==> config.mk <==
export PLATFORM = sky130hd
export DESIGN_NAME = serial_key_press_auto_release
export DESIGN_NICKNAME = d
export VERILOG_FILES = /design/src/hw/rtl/skar_pkg.sv /design/src/hw/rtl/skar_unit.sv /design/src/hw/rtl/serial_key_press_auto_release.sv
export VERILOG_INCLUDE_DIRS = /design/src /design/src/hw/rtl
export SDC_FILE = /design/constraint.sdc
export NUM_CORES = 1
export LEC_CHECK = 0
export BUFFER_PORTS_ARGS = -buffer_cell sky130_fd_sc_hd__clkbuf_2
export CORE_MARGIN = 3
export CORE_UTILIZATION = 50
export DETAILED_ROUTE_END_ITERATION = 6
export GPL_TIMING_DRIVEN = 0
export PLACE_DENSITY = 0.67
export SETUP_SLACK_MARGIN = 0.2
export SLEW_MARGIN = 20
export SYNTH_ARGS = -nofsm -noshare
export SYNTH_HDL_FRONTEND = slang
export SYNTH_SLANG_ARGS = --single-unit
==> constraint.sdc <==
create_clock -name clk_i -period 11.9 [get_ports clk_i]
set_input_delay 0 -clock clk_i [delete_from_list [all_inputs] [get_ports clk_i]]
set_output_delay 0 -clock clk_i [all_outputs]
set_load 0.01 [all_outputs]
==> src/hw/rtl/assert_macros.svh <==
// ----------------------------------------------------------------------------
// Assertion macros
// Concurrent assertion helpers; they compile to nothing in synthesis.
// ----------------------------------------------------------------------------
`ifndef ASSERT_MACROS_SVH
`define ASSERT_MACROS_SVH

`ifndef SYNTHESIS

// prop must hold at every clock edge outside reset
`define ASSERT_PROP(lbl, clk, rstn, prop) \
  lbl: assert property (@(posedge clk) disable iff (!rstn) (prop)) \
    else $error("assertion failed");

// cond must never be true outside reset
`define ASSERT_NEVER(lbl, clk, rstn, cond) \
  lbl: assert property (@(posedge clk) disable iff (!rstn) !(cond)) \
    else $error("forbidden condition seen");

`else

`define ASSERT_PROP(lbl, clk, rstn, prop)
`define ASSERT_NEVER(lbl, clk, rstn, cond)

`endif

`endif

==> src/hw/rtl/skar_pkg.sv <==
// ----------------------------------------------------------------------------
// skar_pkg
// Shared widths, reset values and codes of the key auto-release block.
// ----------------------------------------------------------------------------
`timescale 1ns / 1ps
`default_nettype none

package skar_pkg;

  // field widths
  localparam int unsigned TIME_W     = 48;
  localparam int unsigned CHAR_W     = 8;
  localparam int unsigned IDX_OUT_W  = 3;
  localparam int unsigned IN_DATA_W  = 56;  // rx_char + now_us, whole bytes
  localparam int unsigned OUT_DATA_W = 8;   // key_index padded to a byte

  // configuration port
  localparam int unsigned CFG_IDX_W  = 2;
  localparam int unsigned CFG_DATA_W = 64;
  localparam logic [CFG_IDX_W-1:0] REG_RELEASE_DELAY = 2'd0;
  localparam logic [CFG_IDX_W-1:0] REG_KEY_CHARS     = 2'd1;

  // register reset values
  localparam logic [TIME_W-1:0]     DELAY_RESET = 48'd350000;
  localparam logic [CFG_DATA_W-1:0] CHARS_RESET = 64'h6D6E_656B_6173_6477;

  // request kind carried in tuser
  localparam logic FUNC_CHAR = 1'b0;
  localparam logic FUNC_TIME = 1'b1;

  // parameter defaults
  localparam int unsigned NUM_KEYS_DEF  = 8;
  localparam int unsigned TIME_BITS_DEF = 48;

endpackage

`default_nettype wire

==> src/hw/rtl/skar_unit.sv <==
// ----------------------------------------------------------------------------
// skar_unit
// Shared per-key test: character match or release-due time compare.
// ----------------------------------------------------------------------------
`timescale 1ns / 1ps
`default_nettype none

module skar_unit (
  input  logic                        func_i,
  input  logic [skar_pkg::CHAR_W-1:0] rx_char_i,
  input  logic [skar_pkg::CHAR_W-1:0] key_char_i,
  input  logic [skar_pkg::TIME_W-1:0] now_i,
  input  logic [skar_pkg::TIME_W-1:0] stamp_i,
  input  logic [skar_pkg::TIME_W-1:0] delay_i,
  output logic                        hit_o
);

  logic [skar_pkg::TIME_W:0] due_time;
  logic                      time_hit;

  // now > t + delay covers both now > t and now - t > delay
  assign due_time = {1'b0, stamp_i} + {1'b0, delay_i};
  assign time_hit = (stamp_i != '0) && ({1'b0, now_i} > due_time);

  assign hit_o = (func_i == skar_pkg::FUNC_TIME) ? time_hit : (rx_char_i == key_char_i);

endmodule

`default_nettype wire

==> src/hw/rtl/serial_key_press_auto_release.sv <==
// ----------------------------------------------------------------------------
// serial_key_press_auto_release
// Maps received characters to key presses and releases keys after a delay.
// ----------------------------------------------------------------------------
// Channel  Dir  Handshake             Contents
// s_axis   in   tvalid/tready         tdata: rx_char[7:0], now_us[55:8]; tuser: func
// m_axis   out  tvalid/tready         tdata: key_index[2:0]; tuser: key_down; tlast
// cfg      in   cfg_valid/cfg_ready   cfg_index, cfg_data (always ready)
//
// A request is accepted in ST_IDLE, scans the keys one by one through the shared
// compare unit (up to NUM_KEYS) and ends in ST_FLUSH; only then is the next taken.
// A character request stops scanning at its first matching key.
// Output backpressure stalls the scan only when an event must be pushed.
// Reset clears all press times, restores register defaults, and empties the
// output register; no clearing pass is needed.
// ----------------------------------------------------------------------------
`timescale 1ns / 1ps
`default_nettype none
`include "assert_macros.svh"

module serial_key_press_auto_release #(
  parameter int unsigned NUM_KEYS  = skar_pkg::NUM_KEYS_DEF,
  parameter int unsigned TIME_BITS = skar_pkg::TIME_BITS_DEF
) (
  input  logic                            clk_i,
  input  logic                            rst_ni,
  // input requests
  input  logic                            s_axis_tvalid_i,
  output logic                            s_axis_tready_o,
  input  logic [skar_pkg::IN_DATA_W-1:0]  s_axis_tdata_i,   // rx_char, now_us
  input  logic                            s_axis_tuser_i,   // func
  // key events
  output logic                            m_axis_tvalid_o,
  input  logic                            m_axis_tready_i,
  output logic [skar_pkg::OUT_DATA_W-1:0] m_axis_tdata_o,   // key_index, zero pad
  output logic                            m_axis_tuser_o,   // key_down
  output logic                            m_axis_tlast_o,
  // configuration writes
  input  logic                            cfg_valid_i,
  output logic                            cfg_ready_o,
  input  logic [skar_pkg::CFG_IDX_W-1:0]  cfg_index_i,
  input  logic [skar_pkg::CFG_DATA_W-1:0] cfg_data_i
);

  localparam int unsigned STORE_W   = (TIME_BITS < skar_pkg::TIME_W) ? TIME_BITS
                                                                     : skar_pkg::TIME_W;
  localparam int unsigned KEY_IDX_W = (NUM_KEYS > 1) ? $clog2(NUM_KEYS) : 1;
  localparam logic [KEY_IDX_W-1:0] LAST_IDX = KEY_IDX_W'(NUM_KEYS - 1);

  typedef enum logic [1:0] {
    ST_IDLE,
    ST_SCAN,
    ST_FLUSH
  } state_e;

  state_e                           state_q;
  logic [KEY_IDX_W-1:0]             idx_q;
  logic                             func_q;
  logic [skar_pkg::CHAR_W-1:0]      char_q;
  logic [STORE_W-1:0]               now_q;
  logic [STORE_W-1:0]               press_q [NUM_KEYS];
  logic [skar_pkg::TIME_W-1:0]      delay_q;
  logic [skar_pkg::CFG_DATA_W-1:0]  key_chars_q;
  logic                             pend_v_q;
  logic [skar_pkg::IDX_OUT_W-1:0]   pend_idx_q;
  logic                             pend_down_q;
  logic                             out_v_q;
  logic [skar_pkg::IDX_OUT_W-1:0]   out_idx_q;
  logic                             out_down_q;
  logic                             out_last_q;

  logic [skar_pkg::TIME_W-1:0]      now_ext;
  logic [skar_pkg::TIME_W-1:0]      press_ext;
  logic [skar_pkg::CHAR_W-1:0]      key_char;
  logic                             unit_hit;
  logic                             can_push;
  logic                             scan_push;
  logic                             is_last;
  logic                             out_load;

  // operands for the shared unit
  always_comb begin
    now_ext = '0;
    now_ext[STORE_W-1:0] = now_q;
    press_ext = '0;
    press_ext[STORE_W-1:0] = press_q[idx_q];
  end

  assign key_char = key_chars_q[skar_pkg::CHAR_W*idx_q +: skar_pkg::CHAR_W];

  skar_unit u_unit (
    .func_i       (func_q),
    .rx_char_i    (char_q),
    .key_char_i   (key_char),
    .now_i        (now_ext),
    .stamp_i      (press_ext),
    .delay_i      (delay_q),
    .hit_o        (unit_hit)
  );

  // handshake helpers
  assign can_push  = !out_v_q || m_axis_tready_i;
  assign is_last   = (idx_q == LAST_IDX);
  assign scan_push = (state_q == ST_SCAN) && unit_hit && pend_v_q;

  // output register takes the pending event this cycle
  assign out_load  = pend_v_q && can_push &&
                     (((state_q == ST_SCAN) && unit_hit) || (state_q == ST_FLUSH));

  // sequencer, key store, config registers and output register
  always_ff @(posedge clk_i or negedge rst_ni) begin
    if (!rst_ni) begin
      state_q     <= ST_IDLE;
      idx_q       <= '0;
      pend_v_q    <= 1'b0;
      out_v_q     <= 1'b0;
      delay_q     <= skar_pkg::DELAY_RESET;
      key_chars_q <= skar_pkg::CHARS_RESET;
      for (int k = 0; k < NUM_KEYS; k++) begin
        press_q[k] <= '0;
      end
    end else begin
      if (cfg_valid_i) begin
        case (cfg_index_i)
          skar_pkg::REG_RELEASE_DELAY: delay_q <= cfg_data_i[skar_pkg::TIME_W-1:0];
          skar_pkg::REG_KEY_CHARS:     key_chars_q <= cfg_data_i;
          default: ;
        endcase
      end

      if (out_v_q && m_axis_tready_i && !out_load) begin
        out_v_q <= 1'b0;
      end

      case (state_q)
        ST_IDLE: begin
          if (s_axis_tvalid_i) begin
            func_q  <= s_axis_tuser_i;
            char_q  <= s_axis_tdata_i[skar_pkg::CHAR_W-1:0];
            now_q   <= s_axis_tdata_i[skar_pkg::CHAR_W +: STORE_W];
            idx_q   <= '0;
            state_q <= ST_SCAN;
          end
        end
        ST_SCAN: begin
          if (unit_hit) begin
            if (!pend_v_q || can_push) begin
              press_q[idx_q] <= (func_q == skar_pkg::FUNC_CHAR) ? now_q : '0;
              if (pend_v_q) begin
                out_v_q    <= 1'b1;
                out_idx_q  <= pend_idx_q;
                out_down_q <= pend_down_q;
                out_last_q <= 1'b0;
              end
              pend_v_q    <= 1'b1;
              pend_idx_q  <= skar_pkg::IDX_OUT_W'(idx_q);
              pend_down_q <= (func_q == skar_pkg::FUNC_CHAR);
              if ((func_q == skar_pkg::FUNC_CHAR) || is_last) begin
                state_q <= ST_FLUSH;
              end else begin
                idx_q <= idx_q + 1'b1;
              end
            end
          end else if (is_last) begin
            state_q <= ST_FLUSH;
          end else begin
            idx_q <= idx_q + 1'b1;
          end
        end
        ST_FLUSH: begin
          if (!pend_v_q) begin
            state_q <= ST_IDLE;
          end else if (can_push) begin
            out_v_q    <= 1'b1;
            out_idx_q  <= pend_idx_q;
            out_down_q <= pend_down_q;
            out_last_q <= 1'b1;
            pend_v_q   <= 1'b0;
            state_q    <= ST_IDLE;
          end
        end
        default: state_q <= ST_IDLE;
      endcase
    end
  end

  // ports
  assign s_axis_tready_o = (state_q == ST_IDLE);
  assign m_axis_tvalid_o = out_v_q;
  assign m_axis_tdata_o  = {{(skar_pkg::OUT_DATA_W - skar_pkg::IDX_OUT_W){1'b0}}, out_idx_q};
  assign m_axis_tuser_o  = out_down_q;
  assign m_axis_tlast_o  = out_last_q;
  assign cfg_ready_o     = 1'b1;

  // checks
  `ASSERT_NEVER(a_idle_no_pending, clk_i, rst_ni, s_axis_tready_o && pend_v_q)
  `ASSERT_NEVER(a_char_single_event, clk_i, rst_ni,
                (state_q == ST_SCAN) && (func_q == skar_pkg::FUNC_CHAR) && pend_v_q)
  `ASSERT_PROP(a_stall_holds_scan, clk_i, rst_ni,
               (scan_push && !can_push) |=> ((state_q == ST_SCAN) && $stable(idx_q)))
  `ASSERT_PROP(a_empty_flush_to_idle, clk_i, rst_ni,
               ((state_q == ST_FLUSH) && !pend_v_q) |=> s_axis_tready_o)

endmodule

`default_nettype wire
**Word level (Yosys, flattened, before mapping)**

Cells that the tools add are included.

- Bits in registers: 569
- Bits in latches: 0
- Memory bits (writable): 0
- Memory bits (read-only): 0
- Bits of input ports: 128
- Output and inout bits: 13
- Logic and storage cells: 127
- Memories kept: 0

- $add $sub $neg: 2
- Multiply operators: 0
- Divide/modulo/power cells: 0
- $lt $le $gt $ge: 3
- Equality and inequality tests: 17
- Shift operators: 1
- Muxes and demuxes: 52
- Bitwise logic cells: 2
- Reductions and logical operators: 28

Operator list:

| cell | count |
|---|---|
| bitwise mux 384 bit | 1 |
| 2-to-1 mux 48 bit | 4 |
| binary-select mux 48 bit (select 3 bit) | 1 |
| demux 48 bit (select 3 bit) | 1 |
| variable part select 64 x 7 -> 8 bit | 1 |
| adder 48 x 48 -> 49 bit | 1 |
| greater-than comparator 48 x 49 -> 1 bit | 1 |
| nonzero test 48 bit | 1 |
| 2-to-1 mux 3 bit | 10 |
| 2-to-1 mux 1 bit | 21 |
| 2-to-1 mux 2 bit | 7 |
| != test 3 bit (second input constant) | 4 |
| case mux 3 bit (2 select lines) | 2 |
| != test 2 bit (second input constant) | 5 |
| AND reduction 5 bit | 2 |
| AND reduction 3 bit | 3 |
| equality test 8 bit | 1 |
| case mux 1 bit (2 select lines) | 4 |
| logical AND 1 bit | 7 |
| AND reduction 7 bit | 1 |
| != test 3 x 2 -> 1 bit (second input constant) | 2 |
| case mux 2 bit (3 select lines) | 1 |
| equality test 2 x 1 -> 1 bit (second input constant) | 2 |
| >= comparator 4 bit (second input constant) | 1 |
| other kinds (13) | 21 |

**Logic depth before layout (Yosys ltp)**

- Depth in word-level cells: 18
- Mapped depth: 33
- Depth with buffers taken out: 27

**By module**

Synthesis repeated with hierarchy kept, for this count alone.

- Cell total of the unflattened synthesis: 2584
- Area, all modules: 27969.3 sq um

By module, submodules not included:

| module | instances | cells each | area an instance (sq um) | seq. area each (sq um) |
|---|---|---|---|---|
| serial_key_press_auto_release | 1 | 2064 | 24108.1 | 14625.3 |
| skar_unit | 1 | 520 | 3861.2 | 0.0 |

**Least setup slack after synthesis**

OpenSTA, ideal clock, no wires.

- Path type: reg-to-reg
- From: register idx_q[2]
- To: register press_q[138] (netlist bit)
- Library setup time: 125 ps
- Arrival: 7036 ps
- Required time: 11775 ps
- Setup slack: 4740 ps
- Stages on the path, launching flop included: 32
- Buffers on the path: 5
- Period minus slack after synthesis: 7160 ps
- Cell sequence: dfrtp_1 > buf_2 > buf_4 > buf_6 > mux2_2 > a221oi_1 > o21ai_0 > ha_1 > fa_1 > a211oi_1 > o21ai_1 > a311o_1 > a221o_1 > o31a_1 > a21o_1 > a21o_1 > o221ai_1 > o31ai_1 > xnor2_1 > ha_1 > a21oi_1 > nor2b_1 > a2111oi_0 > o211ai_1 > a221o_1 > o31a_1 > o21ai_4 > o21ai_2 > nand3_1 > buf_2 > buf_6 > mux2_2

- Longest elaborated chain between the ends: 9
- Elaborated cells on any way between the ends: 18
- Those cells by class: add/sub (1); order compare (3); eq/ne (1); shift (1); mux (7); bitwise (1); reduce/logical (4)

RTL lines:

| element | RTL line | RTL |
|---|---|---|
| start, declared | serial_key_press_auto_release.sv:57 | `logic [KEY_IDX_W-1:0] idx_q;` |
| start signal, assigned | serial_key_press_auto_release.sv:161 | `idx_q <= idx_q + 1'b1;` |
| start signal, assigned | serial_key_press_auto_release.sv:167 | `idx_q <= idx_q + 1'b1;` |
| NOT 3 -> 4 bit | serial_key_press_auto_release.sv:86, serial_key_press_auto_release.sv:148 |  |
| binary-select mux 48 bit (select 3 bit) | serial_key_press_auto_release.sv:86 | `press_ext[STORE_W-1:0] = press_q[idx_q];` |
| 2-to-1 mux 48 bit (implied by the code) (2 in series) | serial_key_press_auto_release.sv:86 |  |
| adder 48 x 48 -> 49 bit | skar_unit.sv:22 | `assign due_time = {1'b0, stamp_i} + {1'b0, delay_i};` |
| greater-than comparator 48 x 49 -> 1 bit | skar_unit.sv:23 | `assign time_hit = (stamp_i != '0) && ({1'b0, now_i} > due_time);` |
| logical AND 1 bit | skar_unit.sv:23 |  |
| 2-to-1 mux 1 bit | skar_unit.sv:25 | `assign hit_o = (func_i == skar_pkg::FUNC_TIME) ? time_hit : (rx_char_i == key_char_i);` |
| AND reduction 3 bit (no source line) | -- |  |
| end signal, assigned by index | serial_key_press_auto_release.sv:148 | `press_q[idx_q] <= (func_q == skar_pkg::FUNC_CHAR) ? now_q : '0;` |
| end, declared | serial_key_press_auto_release.sv:61 | `logic [STORE_W-1:0] press_q [NUM_KEYS];` |

Parallel ways exist; a longest one is shown, timed or not. The select of a mux whose other input is x is not followed.
A chain may end at the register's enable or synchronous reset.

**Worst setup path in the final report**

- From: register idx_q[1]
- To: register press_q[226] (netlist bit)

Same word-level chain as after synthesis.

==> run metrics <==
run status=complete, no violations; wire per inst=29.3 µm; Starting Density=50.6%; Final Hold Fails=0; Synth top cells by count=dfrtp_1 (458), mux2_2 (389), mux2_4 (121); Max stage delay on crit path=about 900 ps; Setup Crit Path Kind=reg2reg; mux cell area share after synthesis=about 25%; crit path buf inv count=5; post_cts resized=0; actual slew at the worst max-slew pin=about 1200 ps; fmax=95.7 MHz; Post-Route WL=between 90 and 100 mm; worst r2r src=idx_q[1]; initial antenna violation count=1; Inst Count DP=approximately 3100; CTS max path bufs=3; Design Area, Final=between 30000 and 40000 µm²; Worst Path Arrival=10970 ps; Routability Congestion=0.979; global-route wire length before repair=roughly 140 mm; synth unique cells=78; Worst setup EP type=flop; HP Start=s_axis_tuser_i; drt pass-1 iters=5; largest net degree at the start of global routing=95; nets=2778; YS warnings=0; placed inst area=slightly above 30000 µm²; Yosys top cell area share=between 30% and 40%; sequential fraction of the synthesis area=approximately half; RSZ-0062 raised after global routing=false; DRC errors left=0; Hold Path Class=in2reg; Clock Root Buffer=clkbuf_16; Area growth syn-to-layout=17.8%; crit-path max FO=10; syn avg cell area=roughly 13 µm²; H-tree depth=2; simple-gate share of the synthesized area=5.44%; die width=~250 µm; max cap viols=0; die area=between 60000 and 70000 µm²; Post-DRT Antenna Nets=0; Adder-Cell Fraction of Synth Area=under 10%; core area=roughly 58000 µm²; area leader, netlist=dfrtp_1; cell row count=between 80 and 90; post-synthesis instance area=29200 µm²; critical path data required time=12420 ps; Die H=between 200 and 250 µm; Layout Cells excl Fill=around 3400; top-count cell post-synth=dfrtp_1; Max-slew headroom=21.7%; PortBufs=134; Seq cells post-synth=approximately 570; num ports=141; Hold Buf Count CTS=between 100 and 150; Synth Area in Compound Gates=a little over a tenth; leakage power=15.8 nW; vias per cell=6.29; fillers=4503; Tcrit/Tclk final=about 88%; post-route minimum period=10440 ps; crit path launch=idx_q[1]; Final setup viols=0; layout cell share with drive strength beyond 1=between 30% and 40%; Synth Instances=between 2000 and 2500; Post-Synth XOR/XNOR Area=1.56%; VDD IR max=approximately 0.14 mV; Skew-Pair Late Insertion Delay=roughly 640 ps; crit-path leading delay family=simple AND/OR/NAND/NOR gates; post-CTS setup buffers=0; grt ovf=0; Setup Skew=21.9 ps; DR vias=roughly 21000; Setup crit start kind=flop; clk sinks=roughly 570; clk slew on worst S/H paths=around 70 ps; register area=14600 µm²; largest family of logic cells by synthesized area=multiplexers; Total GRT Usage=between 30 and 40%; Post-DP HPWL=approximately 70 mm; Synth async-reset ratio=between 80% and 90%; CTS tree=done; power density cells=~260 nW/µm²; Post-synth EDFFs=66; slowest stage cell, crit path=clkbuf_1; Synth area leaders=dfrtp_1 (39%), mux2_2 (15%), edfxtp_1 (6.8%), mux2_4 (6.2%), ha_1 (4.3%); multi-input combinational cell area=roughly 14000 µm²; CTS buffer count=59; initial DRC count=roughly 2200; Slew Limit Fails=0; most used flip-flop cell after synthesis=dfrtp_1; vias in the first global route=approximately 22000
worst paths after layout:
kind | slack (ps) | depth (start not counted) | endpoint
worst max-delay path | 1460 | 30 | press_q[226]
worst min-delay path | 80 | 2 | func_q
worst max register to register | 1460 | 30 | press_q[226]
worst min register to register | 430 | 0 | out_idx_q[1]
max in group asynchronous | 10200 | 6 | state_q[1]
min in group asynchronous | 510 | 4 | press_q[346]
sequential cells by signal (all words and copies together), names as in the netlist:
register / cells
key_chars_q: 64
m_axis_tvalid_o: 1
pend_v_q: 1
delay_q: 48
pend_idx_q: 3
press_q: 384
now_ext: 48
idx_q: 3
out_idx_q: 3
pend_down_q: 1
state_q: 2
m_axis_tuser_o: 1
func_q: 1
char_q: 8
m_axis_tlast_o: 1
stage by stage:
step	utilization, %	hold slack (ps)	total power, mW	setup TNS [ps]	setup WS (ps)
after detailed placement	53.8	7.66	6.83	0	1590
final	59.6	76.9	8.92	0	1460
after global placement	53.4	177	6.71	-150850	-383
after global routing	59.6	68.5	9.35	0	1070
after floorplan	-	-296	5.44	0	4740
after CTS	59.6	47.9	8.85	0	1550
cell type report:
type                       instances  area share [%]
sequential                       569            42.5
tap                              765            2.78
antenna                            2          0.0145
buffer                           140            2.39
timing repair buffer             267            6.25
clock buffer                      80            4.90
clock inverter                    29            1.08
multi-input combinational       1479            39.8
inverter                          32           0.349
cell usage in the layout, fill, tap and decap left out, types with 10 or more instances in the layout:
cell | synthesis | final
nand3_1 | 30 | 30
buf_1 | 10 | 10
a21oi_1 | 89 | 89
dlygate4sd3_1 | 0 | 125
inv_1 | 30 | 30
ha_1 | 101 | 101
buf_2 | 41 | 41
clkbuf_1 | 50 | 59
dfrtp_1 | 458 | 458
clkbuf_2 | 0 | 134
nand2_1 | 49 | 49
mux2i_1 | 49 | 49
o21ai_0 | 40 | 40
a221oi_1 | 72 | 72
a221o_1 | 12 | 12
clkbuf_8 | 0 | 10
nor2_1 | 60 | 60
mux2_4 | 121 | 121
buf_6 | 26 | 26
nor3_1 | 12 | 12
a22oi_1 | 39 | 39
nor2b_1 | 59 | 58
edfxtp_1 | 66 | 66
mux4_2 | 11 | 11
clkbuf_16 | 0 | 61
o22ai_1 | 20 | 20
nand4_1 | 17 | 17
clkinv_2 | 0 | 13
mux2_1 | 30 | 30
xnor2_1 | 31 | 31
o211ai_1 | 10 | 10
mux2_2 | 389 | 389
a211oi_1 | 13 | 13
dfstp_2 | 45 | 45
o221ai_1 | 16 | 16
buf_4 | 13 | 13
o21bai_1 | 15 | 15
xor2_1 | 21 | 21
nor4_1 | 12 | 12
a21o_1 | 30 | 30
where the power goes:
part,internal (mW),leakage [nW],switching [mW],total (mW)
clock network,1.17,1.02,0.814,1.98
logic,1.66,7.52,2.46,4.12
registers,2.50,7.22,0.320,2.82
total,5.33,15.8,3.59,8.92
kinds of logic after synthesis:
kind of cell | after synthesis
AO/OA/AOI/OAI | 427
XOR/XNOR | 52
adder cells (fa/ha/maj) | 102
buffers and inverters | 172
flip-flops | 569
multiplexers | 600
other | 2
AND/OR/NAND/NOR | 292
layer usage:
metal,vias up,share of wire (%),track usage (%)
met5,-,0,0
met4,0,5.4,15.7
met3,268,7.7,6.77
met2,994,46,50.4
met1,10860,41,42.6
li1,9042,-,-
Note: power is estimated with default switching activity, not from simulation.
